`config.mk`:
```
export PLATFORM = sky130hd
export DESIGN_NAME = bba_ctrl
export DESIGN_NICKNAME = d
export VERILOG_FILES = /design/src/bba_pkg.sv /design/src/bba_ctrl.sv
export VERILOG_INCLUDE_DIRS = /design/src /design/src/src
export SDC_FILE = /design/constraint.sdc
export NUM_CORES = 1
export LEC_CHECK = 0
export BUFFER_PORTS_ARGS = -buffer_cell sky130_fd_sc_hd__buf_2
export CORE_AREA = 2 2 39 41
export DETAILED_ROUTE_END_ITERATION = 10
export DIE_AREA = 0 0 41 43
export GPL_TIMING_DRIVEN = 0
export PLACE_DENSITY = 0.4
export SYNTH_ARGS = -nofsm -noshare
export SYNTH_HDL_FRONTEND = slang
export SYNTH_SLANG_ARGS = --single-unit
```
`constraint.sdc`:
```
create_clock -name clk -period 1.2 [get_ports clk]
set_input_delay 0.12 -clock clk [delete_from_list [all_inputs] [get_ports clk]]
set_output_delay 0.12 -clock clk [all_outputs]
set_load 0.02 [all_outputs]
```
`src/block_bitmap_allocator_defines.svh`:
```
// Assertion macros shared by the block bitmap allocator RTL.
`ifndef BLOCK_BITMAP_ALLOCATOR_DEFINES_SVH
`define BLOCK_BITMAP_ALLOCATOR_DEFINES_SVH

`ifndef SYNTHESIS
// Same-cycle implication.
`define BBA_ASSERT(lbl, clk, rst, ante, cons) \
  lbl: assert property (@(posedge clk) disable iff (rst) (ante) |-> (cons)) \
    else $error("%m: check failed");
// Next-cycle implication.
`define BBA_ASSERT_NXT(lbl, clk, rst, ante, cons) \
  lbl: assert property (@(posedge clk) disable iff (rst) (ante) |=> (cons)) \
    else $error("%m: check failed");
`else
`define BBA_ASSERT(lbl, clk, rst, ante, cons)
`define BBA_ASSERT_NXT(lbl, clk, rst, ante, cons)
`endif

`endif

```
`src/bba_pkg.sv`:
```
// Types, constants and scan helpers for the block bitmap allocator.
package bba_pkg;

  localparam int MAX_BLOCKS  = 8192;
  localparam int WORD_BITS   = 32;
  localparam int WORD_COUNT  = (MAX_BLOCKS + WORD_BITS - 1) / WORD_BITS;
  localparam int WIDX_W      = (WORD_COUNT > 1) ? $clog2(WORD_COUNT) : 1;
  localparam int BIT_W       = $clog2(WORD_BITS);
  localparam int BNUM_W      = WIDX_W + BIT_W;
  localparam int BLK_W       = 13;
  localparam int CNT_W       = 14;
  localparam int CMP_W       = ((BNUM_W > CNT_W) ? BNUM_W : CNT_W) + 1;
  localparam int GROUP_SIZE  = 16;
  localparam int GOFF_W      = $clog2(GROUP_SIZE);
  localparam int GROUP_COUNT = (WORD_COUNT + GROUP_SIZE - 1) / GROUP_SIZE;
  localparam int GIDX_W      = (GROUP_COUNT > 1) ? $clog2(GROUP_COUNT) : 1;
  localparam int PAD_WORDS   = GROUP_COUNT * GROUP_SIZE;

  localparam logic [CNT_W-1:0] USABLE_RESET = CNT_W'(8192);

  // Register index decoded from paddr[2].
  localparam logic REG_USABLE_BLOCKS = 1'b0;

  localparam logic OP_ALLOC = 1'b0;
  localparam logic OP_FREE  = 1'b1;

  typedef enum logic [1:0] {
    STAT_OK           = 2'd0,
    STAT_FULL         = 2'd1,
    STAT_ALREADY_FREE = 2'd2,
    STAT_RANGE        = 2'd3
  } status_t;

  typedef enum logic [2:0] {
    S_IDLE,
    S_SCAN,
    S_PICK,
    S_READ,
    S_UPDATE
  } state_t;

  typedef struct packed {
    logic load_item;
    logic scan;
    logic pick;
    logic read;
    logic update;
  } dp_cmd_t;

  typedef struct packed {
    logic op_free;
    logic out_free;
  } dp_sts_t;

  // {found, index} of the lowest zero bit in a group of summary flags.
  function automatic logic [GOFF_W:0] first_zero_group(input logic [GROUP_SIZE-1:0] v);
    logic [GOFF_W:0] res;
    res = '0;
    for (int i = GROUP_SIZE - 1; i >= 0; i--) begin
      if (!v[i]) res = {1'b1, GOFF_W'(i)};
    end
    return res;
  endfunction

  // {found, index} of the lowest set group flag.
  function automatic logic [GIDX_W:0] first_one_group(input logic [GROUP_COUNT-1:0] v);
    logic [GIDX_W:0] res;
    res = '0;
    for (int i = GROUP_COUNT - 1; i >= 0; i--) begin
      if (v[i]) res = {1'b1, GIDX_W'(i)};
    end
    return res;
  endfunction

  // {found, index} of the lowest zero bit in a bitmap word.
  function automatic logic [BIT_W:0] first_zero_word(input logic [WORD_BITS-1:0] v);
    logic [BIT_W:0] res;
    res = '0;
    for (int i = WORD_BITS - 1; i >= 0; i--) begin
      if (!v[i]) res = {1'b1, BIT_W'(i)};
    end
    return res;
  endfunction

endpackage

```
`src/bba_ctrl.sv`:
```
// Sequencer for the block bitmap allocator.
`include "block_bitmap_allocator_defines.svh"

module bba_ctrl (
  input  logic             clk,
  input  logic             rst,
  input  logic             in_valid,
  output logic             in_stall,
  input  bba_pkg::dp_sts_t sts,
  output bba_pkg::dp_cmd_t cmd
);
  import bba_pkg::*;

  state_t state;
  state_t state_next;

  always_ff @(posedge clk) begin
    if (rst) begin
      state <= S_IDLE;
    end else begin
      state <= state_next;
    end
  end

  always_comb begin
    state_next = state;
    case (state)
      S_IDLE: begin
        if (in_valid) state_next = S_SCAN;
      end
      S_SCAN: begin
        state_next = sts.op_free ? S_READ : S_PICK;
      end
      S_PICK: begin
        state_next = S_READ;
      end
      S_READ: begin
        state_next = S_UPDATE;
      end
      S_UPDATE: begin
        if (sts.out_free) state_next = S_IDLE;
      end
      default: begin
        state_next = S_IDLE;
      end
    endcase
  end

  always_comb begin
    cmd       = '0;
    in_stall  = 1'b1;
    case (state)
      S_IDLE: begin
        in_stall      = 1'b0;
        cmd.load_item = in_valid;
      end
      S_SCAN: begin
        cmd.scan = 1'b1;
      end
      S_PICK: begin
        cmd.pick = 1'b1;
      end
      S_READ: begin
        cmd.read = 1'b1;
      end
      S_UPDATE: begin
        cmd.update = sts.out_free;
      end
      default: begin
        cmd = '0;
      end
    endcase
  end

  `BBA_ASSERT(a_update_needs_slot, clk, rst, cmd.update, sts.out_free)
  `BBA_ASSERT(a_single_cmd, clk, rst, 1'b1, $onehot0(cmd))
  `BBA_ASSERT_NXT(a_read_then_update, clk, rst, cmd.read, state == S_UPDATE)

endmodule

```
# Yosys cells after proc, flatten, opt, wreduce, memory -nomap -nowiden
# Index checks and enable logic that the tools add are counted.
[word_totals]
regBits = 3
latchBits = 0
ramBits = 0
mem_bits_ro = 0
inputBits = 5
output_inout_bits = 6
wordCells = 19
n_memories = 0
[op_classes]
add_sub_neg = 0
mul = 0
div_mod_pow = 0
magnitude_cmp = 0
n_eq_ne = 6
n_shift = 0
muxes = 10
bitwise = 0
reduce_logical = 2
[ops]
columns = ["cell", "n"]
rows = [
  ["$pmux 3 s5", 1],
  ["$mux 1", 7],
  ["$eq 3x2->1 const B", 2],
  ["$mux 3", 2],
  ["$ne 2x2->1 const B", 2],
  ["$eq 3x1->1 const B", 1],
  ["$eq 3x3->1 const B", 1],
  ["$logic_not 3->1", 1],
  ["$reduce_and 2->1", 1],
]

# Longest topological paths before layout
[logic_depth]
word_depth = 3
ltp_mapped = 3
depth_no_buf = 2

# Worst setup path after synthesis
# No wires, ideal clock.
[synth_path]
path_kind = "reg2out"
start = "register state[1]"
end = "output port cmd[4] (netlist name)"
t_arrival_ns = 1.048
t_required_ns = 1.080
slack_ns = 0.032
path_stages_with_launch = 4
n_path_buf = 1
cell_sequence = "dfxtp_1 > buf_6 > or3_4 > nor2_2"
[synth_lines]
columns = ["item", "line_no", "source"]
rows = [
  ["start, declared", "bba_ctrl.sv:14", "state_t state;"],
  ["start signal, assigned", "bba_ctrl.sv:21", "state <= state_next;"],
  ["end, declared", "bba_ctrl.sv:10", "output bba_pkg::dp_cmd_t cmd"],
]

==> out/summary.txt <==
status -> finished, violations left
failing checks -> setup timing
crit-path max FO -> 3
Pleak -> 0.000163 µW
Final Setup Violations -> 3
Worst-path clk slew -> 0.04 ns
largest family of logic cells by synthesized area -> simple AND/OR/NAND/NOR gates
Syn. warnings -> 0
die area -> 1760 µm²
Area Overhead vs Synth -> 80.3%
dpl cells -> 47
largest registers -> state x3
Overall Global Routing Usage -> 0.0763
Post-Layout Cell Count -> 53
reg2reg path depth -> 3
Worst Hold Slack -> 0.0771 ns
Yosys reg bits -> 3
gr ovfl total -> 0
RR Endpoint -> state[2]
syn_nets -> 26
CTS tree -> done
Post-Synth Simple-Gate Area -> 0.369
initial antenna violation count -> 0
XOR/XNOR share of the synthesized area -> 0.0446
worst hold path cell count -> 2
Initial Utilization -> 0.142
post-synthesis mux area share -> 0
Vias -> 204
vias in the first global route -> 213
DRT iter0 DRCs -> 1
Longest Clk Path Bufs -> 2
pre-CTS WS -> 0.0441 ns
DRT Wirelength -> 515 µm
DR vias/cell -> 3.85
IO Port Bufs -> 10
pwr dens -> 1460 nW/µm²
chip height -> 43 µm
routed length per instance -> 9.72 µm
Critical Path AT -> 1.18 ns
Std-Cell Rows -> 14
cell count after synthesis -> 21
final period demand of the worst path -> 1.30 ns
root buf cell -> clkbuf_4
DRC viols -> 0
Worst setup SP type -> register
# fillers -> 157
Biggest register -> state
f_max -> 771 MHz
worst min path class -> in2reg
core area -> 1380 µm²
max-slew violation count -> 0
Clock Sinks -> 3
layout cell share with drive strength beyond 1 -> 0.757
Max IR drop VDD -> 269 µV
Slew @ Worst Pin -> 0.257 ns
final hold vios -> 0
Post-CTS Hold Fix Bufs -> 0
final period utilization -> 1.08
power consumption -> 518 µW
DP Wirelength -> 319 µm
Synth Area in Adders -> 0
CTS Buf Count -> 3
Crit path required time -> 1.08 ns
Hold Path Origin -> rst
hold endpoint -> state[1]
DRT antenna net count -> 0
FF-to-FF Start -> state[1]
I/O pin total -> 11
clock latency on the worst-skew pair -> 0.23 ns
pin count of the biggest net entering global routing -> 9
critical path class -> reg2out
DR pass1 iterations -> 2
Fin Clk Skew -> 0.000872 ns
CTS H-Tree Depth -> 1
first-pass GRT wire length -> 848 µm
most frequent cells in the layout -> buf_4 (6), buf_2 (6), clkbuf_4 (3), buf_6 (3)
Post-Syn Area -> 196 µm²
max reg flops -> 3
sequential-to-total area share from yosys stat -> 0.306
Avg Cell Area, Syn -> 9.35 µm²
Synth Area in Compound Gates -> 0.127
post-synth cell types -> 16
Slew headroom -> 0.826
# diodes -> 0
Setup WS post-layout -> -0.0973 ns
RSZ-0062 raised after global routing -> true
Layout Nets -> 43
Critical Path End Type -> output port
Final Wtd Congestion -> 0.686
Die Span X -> 41 µm
number of max-cap violations -> 0
r2r setup slk -> 0.21 ns
-- metrics by stage --
stage / util / TNS, ns / cell area [µm²]
global placement: 0.193 / 0 / 267
detailed placement: 0.193 / 0 / 267
floorplan: - / 0 / 196
CTS: 0.246 / -0.255 / 340
finish: 0.256 / -0.214 / 354
global route: 0.256 / -0.334 / 354
-- timing repair --
item | CTS | global route
pin swaps | 2 | 2
setup buffers | 4 | 0
endpoints found under the setup margin | 4 | 5
gates resized for setup | 12 | 4
-- layer usage --
layer | part of all wire | track usage
met1 | 0.40 | 0.0804
met2 | 0.59 | 0.103
met3 | 0.0058 | 0.0314
met4 | 0 | 0.0800
met5 | 0 | 0
-- cells by family (layout without fill, tap and decap cells) --
family          Yosys count  in the layout
compound gates            3              3
simple gates             10             10
buf+inv                   4             20
flops                     3              3
xor+xnor                  1              1
-- cell usage after synthesis (all sizes together) --
master,number,area (µm²)
or3,1,11.3
nor4b,1,8.76
o21ba,1,10.0
nor2,1,6.26
nand2,1,3.75
nor3b,2,15.0
and3b,1,10.0
dfxtp,3,60.1
nand3b,1,7.51
inv,1,3.75
buf,3,26.3
nor3,2,10.0
o21bai,1,7.51
a211oi,1,7.51
xnor2,1,8.76
-- critical path, stage by stage, from the launching register on --
cell and delay, ns:
dfxtp_4 0.33, or3_4 0.40, nor2_4 0.10, buf_6 0.12
-- power breakdown --
group / internal, µW / switching [µW] / leakage [µW] / total, µW
combinational: 113 / 98.7 / 0.000121 / 212
clock: 125 / 50.6 / 0.0000150 / 175
sequential: 116 / 14.5 / 0.0000264 / 131
-- final cells by class --
type,count,area (µm²),area share
inverter,1,3.75,0.0106
sequential,3,68.8,0.194
timing repair buffer,14,101,0.286
multi-input combinational,14,126,0.357
clock buffer,4,26.3,0.0742
tap,16,20.0,0.0565
buffer,1,7.51,0.0212
-- worst max path at each step --
stage                         from  slack, ns  endpoint  depth (start not counted)
after global routing      state[0]      -0.14    cmd[4]                          3
final                     state[0]       -0.1    cmd[4]                          3
after floorplan           state[1]       0.03    cmd[4]                          3
after detailed placement  state[0]       0.04    cmd[4]                          4
after CTS                 state[0]      -0.12    cmd[4]                          3
after global placement    state[1]       0.05    cmd[4]                          4
No activity file was read; power rests on OpenSTA's default activity.
